[config.mk]
export PLATFORM = sky130hd
export DESIGN_NAME = emg_time_domain_features_unit
export DESIGN_NICKNAME = d
export VERILOG_FILES = /design/src/rtl/emgtdf_pkg.sv /design/src/rtl/emgtdf_divider.sv /design/src/rtl/emgtdf_isqrt.sv /design/src/rtl/emg_time_domain_features_unit.sv
export VERILOG_INCLUDE_DIRS = /design/src /design/src/rtl
export SDC_FILE = /design/constraint.sdc
export NUM_CORES = 2
export LEC_CHECK = 0
export CAP_MARGIN = 20
export CORE_UTILIZATION = 33
export CTS_BUF_LIST = sky130_fd_sc_hd__clkbuf_8
export DETAILED_ROUTE_END_ITERATION = 8
export DONT_BUFFER_PORTS = 1
export GPL_TIMING_DRIVEN = 0
export PLACE_DENSITY = 0.44
export SLEW_MARGIN = 20
export SYNTH_ARGS = -nofsm -noshare
export SYNTH_HDL_FRONTEND = slang
export SYNTH_SLANG_ARGS = --single-unit
export TNS_END_PERCENT = 10
[constraint.sdc]
create_clock -name clk -period 13.98 [get_ports clk]
set_input_delay 2.097 -clock clk [delete_from_list [all_inputs] [get_ports clk]]
set_output_delay 2.097 -clock clk [all_outputs]
set_load 0.05 [all_outputs]
[src/rtl/emg_time_domain_features_unit_defines.svh]
// Assertion macros shared by the feature unit.
`ifndef EMG_TIME_DOMAIN_FEATURES_UNIT_DEFINES_SVH
`define EMG_TIME_DOMAIN_FEATURES_UNIT_DEFINES_SVH
// Implication checked on every clock edge outside reset.
`define EMG_ASSERT_IMPL(label, ante, cons, msg) \
  label: assert property (@(posedge clk) disable iff (rst) (ante) |-> (cons)) \
    else $error(msg);
// Next-cycle implication checked outside reset.
`define EMG_ASSERT_NEXT(label, ante, cons, msg) \
  label: assert property (@(posedge clk) disable iff (rst) (ante) |=> (cons)) \
    else $error(msg);
`endif

[src/rtl/emgtdf_pkg.sv]
// Package with widths, register indexes and helpers of the feature unit.
`default_nettype none
package emgtdf_pkg;
  localparam int FeatFrac    = 4;
  localparam int RmsPreshift = 0;
  localparam int MaxWindow   = 1024;
  localparam int OutMax      = 32767;
  localparam int SampleW     = 16;
  localparam int OutW        = 15;
  localparam int CfgW        = 16;
  localparam int IdxW        = 3;
  localparam int CntW        = 11;
  localparam int AbsW        = 26;
  localparam int SqW         = 48;
  localparam int DiffW       = 27;
  // Dividend width covers the largest shifted sum.
  localparam int DivW        = SqW + RmsPreshift > DiffW + FeatFrac ?
                               SqW + RmsPreshift : DiffW + FeatFrac;
  localparam int DenW        = 13;
  localparam int DivCntW     = $clog2(DivW + 1);

  localparam logic [IdxW-1:0] RegWindow   = 3'd0;
  localparam logic [IdxW-1:0] RegZcThr    = 3'd1;
  localparam logic [IdxW-1:0] RegSscThr   = 3'd2;
  localparam logic [IdxW-1:0] RegWampThr  = 3'd3;
  localparam logic [IdxW-1:0] RegDivisor  = 3'd4;

  typedef struct packed {
    logic [DivW-1:0] num;
    logic [DenW-1:0] den;
  } div_req_t;

  function automatic logic [OutW-1:0] sat_out(input logic [DivW-1:0] v);
    sat_out = (v > DivW'(OutMax)) ? OutW'(OutMax) : v[OutW-1:0];
  endfunction
endpackage
`default_nettype wire

[src/rtl/emgtdf_divider.sv]
// Restoring divider, one quotient bit per cycle.
`default_nettype none
module emgtdf_divider (
  input  wire logic                      clk,
  input  wire logic                      rst,
  input  wire logic                      start,
  input  wire emgtdf_pkg::div_req_t      req,
  output logic                           done,
  output logic [emgtdf_pkg::DivW-1:0]    quot
);
  import emgtdf_pkg::*;
  logic [DivW-1:0]    num;
  logic [DenW:0]      rem;
  logic [DenW-1:0]    den;
  logic [DivCntW-1:0] cnt;
  logic               busy;
  logic [DenW:0]      trial;
  logic [DenW:0]      shifted;

  always_comb begin
    shifted = {rem[DenW-1:0], num[DivW-1]};
    trial   = shifted - {1'b0, den};
  end

  always_ff @(posedge clk) begin
    done <= 1'b0;
    if (rst) begin
      busy <= 1'b0;
      cnt  <= '0;
    end else if (start) begin
      busy <= 1'b1;
      num  <= req.num;
      den  <= req.den;
      rem  <= '0;
      cnt  <= DivCntW'(DivW);
    end else if (busy) begin
      if (!trial[DenW]) begin
        rem <= trial;
        num <= {num[DivW-2:0], 1'b1};
      end else begin
        rem <= shifted;
        num <= {num[DivW-2:0], 1'b0};
      end
      cnt <= cnt - 1'b1;
      if (cnt == DivCntW'(1)) begin
        busy <= 1'b0;
        done <= 1'b1;
      end
    end
  end
  assign quot = num;
endmodule
`default_nettype wire

[src/rtl/emgtdf_isqrt.sv]
// Bit-pair integer square root of a 15-bit value, one step per cycle.
`default_nettype none
module emgtdf_isqrt (
  input  wire logic                         clk,
  input  wire logic                         rst,
  input  wire logic                         start,
  input  wire logic [emgtdf_pkg::OutW-1:0]  value,
  output logic                              done,
  output logic [7:0]                        root
);
  import emgtdf_pkg::*;
  logic [15:0] v;
  logic [15:0] r;
  logic [15:0] bitv;
  logic        busy;

  always_ff @(posedge clk) begin
    done <= 1'b0;
    if (rst) begin
      busy <= 1'b0;
    end else if (start) begin
      busy <= 1'b1;
      v    <= {1'b0, value};
      r    <= '0;
      bitv <= 16'h4000;
    end else if (busy) begin
      if (bitv == 16'd0) begin
        busy <= 1'b0;
        done <= 1'b1;
      end else begin
        if (v >= r + bitv) begin
          v <= v - (r + bitv);
          r <= (r >> 1) + bitv;
        end else begin
          r <= r >> 1;
        end
        bitv <= bitv >> 2;
      end
    end
  end
  assign root = r[7:0];
endmodule
`default_nettype wire

[src/rtl/emg_time_domain_features_unit.sv]
// Top level of the EMG time-domain feature unit.
// Usage: signed 16-bit samples enter on s_axis (tdata[15:0] = sample). Each
// sample is accumulated into |x|, x squared, |dx| and three thresholded event
// counts. On the last sample of a window one feature vector leaves on m_axis.
// Registers are written through cfg (cfg_index, cfg_data); the user must
// write them only while idle, as the unit itself does not enforce this.
// A sample that does not end a window is accepted, then squared by the
// single multiplier, before the next is taken. A closing sample adds the
// back-end: three divisions on one shared restoring divider plus a square
// root; the next sample is taken only once the vector has left.
// Results sit in an output register; while the receiver stalls the unit holds
// the vector and takes no sample. Reset clears all sums and sets window 256
// and divisor 256 with zero thresholds; no clearing pass is needed.
// Windows below 3 act as 3; divisors of 0 act as 1 and above 1024 as 1024.
// A window shortened below the current index ends at the current sample.
`default_nettype none
`include "emg_time_domain_features_unit_defines.svh"
module emg_time_domain_features_unit (
  input  wire logic        clk,
  input  wire logic        rst,
  input  wire logic        s_axis_tvalid,
  output logic             s_axis_tready,
  input  wire logic [15:0] s_axis_tdata,   // [15:0] sample
  output logic             m_axis_tvalid,
  input  wire logic        m_axis_tready,
  // [14:0] mean_abs_out, [29:15] rms_out, [44:30] wave_length_out,
  // [59:45] zero_cross_out, [74:60] willison_out, [89:75] slope_change_out
  output logic [95:0]      m_axis_tdata,
  input  wire logic        cfg_valid,
  output logic             cfg_ready,
  input  wire logic [emgtdf_pkg::IdxW-1:0] cfg_index,
  input  wire logic [emgtdf_pkg::CfgW-1:0] cfg_data
);
  import emgtdf_pkg::*;

  typedef enum logic [3:0] {
    S_IDLE, S_SQ, S_DIV_MAV, S_WAIT_MAV, S_DIV_MS, S_WAIT_MS,
    S_SQRT, S_WAIT_SQRT, S_DIV_WL, S_WAIT_WL, S_OUT
  } state_t;
  state_t state;

  logic [10:0] win_len, length_divisor;
  logic [15:0] zc_thr, ssc_thr, wamp_thr;
  logic signed [SampleW-1:0] prev_sample, prev_prev_sample;
  logic [CntW-1:0]  sample_index;
  logic [AbsW-1:0]  abs_sum;
  logic [SqW-1:0]   square_sum;
  logic [DiffW-1:0] diff_sum;
  logic [CntW-1:0]  zc_count, wamp_count, ssc_count;
  logic [15:0]      ax;
  logic             last;
  logic [OutW-1:0]  mav_q, rms_q, wl_q;
  logic [89:0]      out_vec;

  logic [CntW-1:0]  n_eff;
  logic [DenW-1:0]  d_eff;
  logic signed [SampleW:0] d;
  logic [SampleW:0] ad;
  logic             div_start, div_done, sq_start, sq_done;
  div_req_t         div_req;
  logic [DivW-1:0]  quot;
  logic [OutW-1:0]  sq_in;
  logic [7:0]       root;
  logic [SqW:0]     sq_add;
  logic [31:0]      prod;
  logic [15:0]      rms_shift;

  always_comb begin
    n_eff = win_len < 11'd3 ? 11'd3 : win_len;
    if (32'(n_eff) > MaxWindow) n_eff = CntW'(MaxWindow);
    d_eff = (length_divisor == 11'd0) ? DenW'(1) :
            (length_divisor > 11'd1024) ? DenW'(1024) : DenW'(length_divisor);
    d  = (SampleW+1)'($signed(s_axis_tdata)) - (SampleW+1)'(prev_sample);
    ad = d[SampleW] ? (SampleW+1)'(-d) : (SampleW+1)'(d);
    prod   = ax * ax;
    sq_add = {1'b0, square_sum} + (SqW+1)'(prod);
    rms_shift = 16'(root) << (FeatFrac - RmsPreshift / 2);
  end

  assign s_axis_tready = (state == S_IDLE);
  assign cfg_ready     = 1'b1;

  always_ff @(posedge clk) begin
    if (rst) begin
      win_len <= 11'd256;
      length_divisor <= 11'd256;
      zc_thr <= '0; ssc_thr <= '0; wamp_thr <= '0;
    end else if (cfg_valid) begin
      unique case (cfg_index)
        RegWindow:  win_len        <= cfg_data[10:0];
        RegZcThr:   zc_thr         <= cfg_data;
        RegSscThr:  ssc_thr        <= cfg_data;
        RegWampThr: wamp_thr       <= cfg_data;
        RegDivisor: length_divisor <= cfg_data[10:0];
        default: ;
      endcase
    end
  end

  always_ff @(posedge clk) begin
    div_start <= 1'b0;
    sq_start  <= 1'b0;
    if (rst) begin
      state <= S_IDLE;
      m_axis_tvalid <= 1'b0;
      prev_sample <= '0; prev_prev_sample <= '0;
      sample_index <= '0; abs_sum <= '0; square_sum <= '0; diff_sum <= '0;
      zc_count <= '0; wamp_count <= '0; ssc_count <= '0;
    end else begin
      unique case (state)
        S_IDLE: if (s_axis_tvalid) begin
          ax <= s_axis_tdata[15] ? 16'(-$signed(s_axis_tdata)) : s_axis_tdata;
          abs_sum <= abs_sum + AbsW'(s_axis_tdata[15] ?
                     17'(-$signed({s_axis_tdata[15], s_axis_tdata})) :
                     17'(s_axis_tdata));
          if (sample_index != '0) begin
            diff_sum <= diff_sum + DiffW'(ad);
            if (ad > 17'(zc_thr) && (s_axis_tdata == '0 ||
                (!s_axis_tdata[15] && prev_sample < 0) ||
                (s_axis_tdata[15] && prev_sample > 0)))
              zc_count <= zc_count + 1'b1;
            if (ad > 17'(wamp_thr)) wamp_count <= wamp_count + 1'b1;
            if (sample_index >= 11'd2 && ad > 17'(ssc_thr) &&
                ((prev_sample > $signed(s_axis_tdata) &&
                  prev_sample > prev_prev_sample) ||
                 (prev_sample < $signed(s_axis_tdata) &&
                  prev_sample < prev_prev_sample)))
              ssc_count <= ssc_count + 1'b1;
          end
          prev_prev_sample <= prev_sample;
          prev_sample <= $signed(s_axis_tdata);
          last <= !(sample_index + 1'b1 < n_eff);
          state <= S_SQ;
        end
        S_SQ: begin
          square_sum <= sq_add[SqW] ? '1 : sq_add[SqW-1:0];
          if (last) begin
            state <= S_DIV_MAV;
          end else begin
            sample_index <= sample_index + 1'b1;
            state <= S_IDLE;
          end
        end
        S_DIV_MAV: begin
          div_req <= '{num: DivW'(abs_sum) << FeatFrac, den: DenW'(n_eff)};
          div_start <= 1'b1;
          state <= S_WAIT_MAV;
        end
        S_WAIT_MAV: if (div_done) begin
          mav_q <= sat_out(quot);
          state <= S_DIV_MS;
        end
        S_DIV_MS: begin
          div_req <= '{num: DivW'(square_sum) << RmsPreshift, den: DenW'(n_eff)};
          div_start <= 1'b1;
          state <= S_WAIT_MS;
        end
        S_WAIT_MS: if (div_done) begin
          sq_in <= sat_out(quot);
          state <= S_SQRT;
        end
        S_SQRT: begin
          sq_start <= 1'b1;
          state <= S_WAIT_SQRT;
        end
        S_WAIT_SQRT: if (sq_done) begin
          rms_q <= sat_out(DivW'(rms_shift));
          state <= S_DIV_WL;
        end
        S_DIV_WL: begin
          div_req <= '{num: DivW'(diff_sum) << FeatFrac, den: d_eff};
          div_start <= 1'b1;
          state <= S_WAIT_WL;
        end
        S_WAIT_WL: if (div_done) begin
          wl_q <= sat_out(quot);
          m_axis_tvalid <= 1'b1;
          state <= S_OUT;
        end
        S_OUT: if (m_axis_tready) begin
          m_axis_tvalid <= 1'b0;
          sample_index <= '0; abs_sum <= '0; square_sum <= '0; diff_sum <= '0;
          zc_count <= '0; wamp_count <= '0; ssc_count <= '0;
          state <= S_IDLE;
        end
        default: state <= S_IDLE;
      endcase
    end
  end

  emgtdf_divider u_div (
    .clk(clk), .rst(rst), .start(div_start), .req(div_req),
    .done(div_done), .quot(quot)
  );
  emgtdf_isqrt u_sqrt (
    .clk(clk), .rst(rst), .start(sq_start), .value(sq_in),
    .done(sq_done), .root(root)
  );

  assign out_vec = {sat_out(DivW'(ssc_count) << FeatFrac),
                    sat_out(DivW'(wamp_count) << FeatFrac),
                    sat_out(DivW'(zc_count) << FeatFrac),
                    wl_q, rms_q, mav_q};
  assign m_axis_tdata = {6'd0, out_vec};

  `EMG_ASSERT_IMPL(a_busy_no_ready, state != S_IDLE, !s_axis_tready, "ready while busy")
  `EMG_ASSERT_IMPL(a_valid_in_out, m_axis_tvalid, state == S_OUT, "valid outside output")
  `EMG_ASSERT_NEXT(a_sq_follows, s_axis_tvalid && s_axis_tready, state == S_SQ, "no square step")
endmodule
`default_nettype wire

==> flow_metrics.py <==
metrics = {
    "outcome": {
        "status": "complete, no violations",
    },
    "grt": {
        "grt_max_degree": 26,
        "antenna_found_initial": 3,
        "overflow": 0,
        "grt.total_usage_pct": 20.07,
        "grt_pass1_wl_um": 166600,
        "grt_pass1_vias": 27490,
    },
    "clock_tree": {
        "path_clk_slew_ns": 0.06,
        "postCtsSetupRepairBufs": 0,
        "htreeDepth": 3,
        "hold_buffers": 0,
        "clock_sinks": 505,
        "cts_buffers": 95,
        "clk_latency_ns": 0.74,
        "cts_tree": "built",
        "clockRootBuffer": "clkbuf_8",
        "ctsResizeCount": 0,
        "clk_path_buf_depth": 3,
    },
    "timing": {
        "hold_slack_ns": 0.4172,
        "post-route-min-period_ns": 9.099,
        "setup-tns-final_ns": 0,
        "fmax_ghz": 0.1099,
        "relSlewSlack_pct": 19.37,
        "hold_violations": 0,
        "fin_crit_sh_pct": 65.09,
        "finalWorstSetupSlack_ns": 4.881,
        "final-setup-viol-count": 0,
        "skew_ns": 0.06176,
        "drv_slew": 0,
        "rsz0062_at_grt": "no",
        "tightest_slew_ns": 1.209,
    },
    "die": {
        "die_h_um": 330.8,
        "start_util_pct": 33.33,
        "design.die.area_sq_mm": 0.1094,
        "die_width_um": 330.8,
        "core_sq_mm": 0.1071,
        "num_rows": 120,
        "top_level_ports": 139,
    },
    "power": {
        "p_seq_share_pct": 25.2,
        "p_sw_share_pct": 42.64,
        "pwr-share-clk_pct": 22.8,
        "p_int_uw": 3810,
        "powerDensity_mw_per_mm2": 166.9,
        "p_switching_uw": 2833,
        "vdd_ir_drop_max_uv": 231.5,
        "leakage_uw": 0.01620,
        "p_comb_share_pct": 52.0,
    },
    "worst_hold_path": {
        "hp-class": "flop to flop",
    },
    "synth": {
        "synth-edff-count": 241,
        "synthArstFlopShare_pct": 0,
        "netlist_top_cells_area": "edfxtp_1 20%, dfxtp_1 15%, fa_1 11%",
        "syn_inst": 3915,
        "synth-main-ff-cell": "dfxtp_1",
        "yosysTopAreaCell": "edfxtp_1",
        "synthesis.area_sq_mm": 0.03568,
        "yosysWarnings": 0,
        "synth_seq_cells": 505,
        "seq_area_frac_synth_pct": 35.10,
        "synth_top_area_share_pct": 20.28,
        "synth.distinct_cells": 92,
        "syn_avg_cell_area_sq_um": 9.113,
    },
    "worst_setup_path": {
        "start_kind": "flop",
        "crit_buf_inv": 7,
        "cpLargestDelayFamily": "adder cells",
        "path_common_cell": "fa_1",
        "cp_slowest_cell": "edfxtp_1",
        "cpPeakStageDelay_ns": 0.65,
        "critical_path_class": "flop to flop",
        "crit_required_ns": 14.62,
        "path_max_fanout": 10,
        "end_kind": "flop",
        "cp_data_arrival_time_ns": 9.74,
    },
    "place": {
        "post_dp_cell_area_sq_mm": 0.03783,
        "place_hpwl_um": 86980,
        "pre_cts_slack_ns": 4.864,
        "port_buffers": 0,
        "gp_congestion": 0.8453,
    },
    "run": {
        "cap_violations": 0,
    },
    "routing": {
        "wl_um": 109100,
        "detail_route.iter0.violations": 1605,
        "drt-pass1-iter-count": 5,
        "vias": 27390,
        "vias_per_cell": 4.938,
        "drc_errors": 0,
        "detail-route-antenna-nets": 0,
        "wl_per_cell_um": 19.66,
    },
    "final_layout": {
        "utilization_pct": 37.19,
        "final_cell_area_sq_mm": 0.03981,
        "final_layout_size_suffix_gt1_share_pct": 7.172,
        "area_growth_pct": 11.59,
        "layout.nets": 4595,
    },
}
synthesized netlist by cell type, types with 33 or more instances:
master,n
a21o_1,58
a21oi_1,242
a22oi_1,53
and2_1,73
clkbuf_1,121
dfxtp_1,264
edfxtp_1,241
fa_1,199
ha_1,294
inv_1,487
mux2_2,53
nand2_1,550
nand2b_1,47
nand3_1,67
nand4_1,44
nor2_1,215
nor2b_1,43
nor3_1,71
nor4_1,33
o21ai_0,178
or3_1,44
xnor2_1,106
xor2_1,49
state kept, by name, indices dropped and copies added (netlist names), 13 cells and up:
| register | count |
|---|---|
| ax | 16 |
| mav_q | 15 |
| u_div.quot | 48 |
| zc_thr | 16 |
| wl_q | 15 |
| diff_sum | 27 |
| div_req | 59 |
| square_sum | 48 |
| prev_sample | 16 |
| wamp_thr | 16 |
| abs_sum | 26 |
| sq_in | 15 |
| ssc_thr | 16 |
| u_sqrt.v | 16 |
| u_sqrt.r | 16 |
| u_div.rem | 13 |
| prev_prev_sample | 16 |
final timing paths:
path	from	endpoint	slack (ns)	depth (start not counted)
max	ax[4]$_DFFE_PP_	square_sum[18]$_SDFFE_PP0P_	4.88	25
min	div_req[2]$_DFFE_PP_	u_div.den[2]$_DFFE_PP_	0.42	0
max reg2reg	ax[4]$_DFFE_PP_	square_sum[18]$_SDFFE_PP0P_	4.88	25
min reg2reg	div_req[2]$_DFFE_PP_	u_div.den[2]$_DFFE_PP_	0.42	0
layout by cell type (no fill, tap or decap), types with 47 or more instances in the layout:
| master | netlist | routed |
|---|---|---|
| a21o_1 | 58 | 58 |
| a21oi_1 | 242 | 242 |
| a22oi_1 | 53 | 53 |
| and2_1 | 73 | 73 |
| clkbuf_1 | 121 | 121 |
| clkbuf_8 | 0 | 109 |
| dfxtp_1 | 264 | 264 |
| edfxtp_1 | 241 | 241 |
| fa_1 | 199 | 199 |
| ha_1 | 294 | 294 |
| inv_1 | 487 | 519 |
| mux2_2 | 53 | 53 |
| nand2_1 | 550 | 550 |
| nand2b_1 | 47 | 47 |
| nand3_1 | 67 | 67 |
| nor2_1 | 215 | 210 |
| nor3_1 | 71 | 69 |
| o21ai_0 | 178 | 178 |
| xnor2_1 | 106 | 106 |
| xor2_1 | 49 | 49 |
routing by layer:
layer | GRT usage (%) | wire (um)
met1 | 25.77 | 49340
met3 | 3.204 | 4226
met4 | 7.093 | 3624
met5 | 0 | 0
met2 | 33.95 | 51870
through the flow:
stage | instances | power (uW)
after floorplan | 3940 | 4359
after global placement | 5343 | 5196
after detailed placement | 5367 | 5162
after CTS | 5543 | 6741
after global routing | 5545 | 7305
final | 5546 | 6643
worst reg2reg max path: stages, from the launching register on:
cell	delay, ns
edfxtp_1	0.65
clkbuf_1	0.66
buf_1	0.64
nand2_1	0.25
fa_1	0.58
inv_1	0.06
fa_1	0.50
fa_1	0.52
fa_1	0.52
fa_1	0.54
inv_1	0.05
fa_1	0.52
inv_1	0.04
ha_1	0.27
clkbuf_1	0.29
nand2_1	0.09
o211ai_1	0.23
nor3_1	0.10
o31ai_1	0.32
a31oi_1	0.22
a21oi_1	0.28
a31oi_1	0.33
nor2_1	0.58
clkbuf_1	0.49
o21ai_0	0.22
nand2_1	0.11
kinds of logic after synthesis:
family                     after synthesis  share of synthesized area, %
AOI/OAI and AO/OA                      760                         13.33
xor gates and xnor gates               155                         3.805
adders and majority gates              493                         21.48
buffers and inverters                  650                         7.147
DFF                                    505                         35.10
muxes                                   79                         2.402
other                                    2                       0.02105
and+or+nand+nor                       1271                         16.72
power by group through the flow:
stage / logic [uW] / registers [uW] / clock network, uW
after floorplan: 2700 / 1660 / 0
after global placement: 3490 / 1710 / 0
after detailed placement: 3460 / 1700 / 0
after CTS: 3490 / 1670 / 1570
after global routing: 3990 / 1680 / 1640
final: 3450 / 1670 / 1520
area by class of cell:
cell class                 instances  area [sq um]
clock inverter                    67         475.5
multi-input combinational       2785         20750
tap                             1403          1755
antenna                            2         5.005
inverter                         488          1832
buffer                           162         719.4
sequential                       505         12520
clock buffer                     109          1500
timing repair buffer              25         249.0
fill                           11070         67240
(Power assumes the default switching activity.)
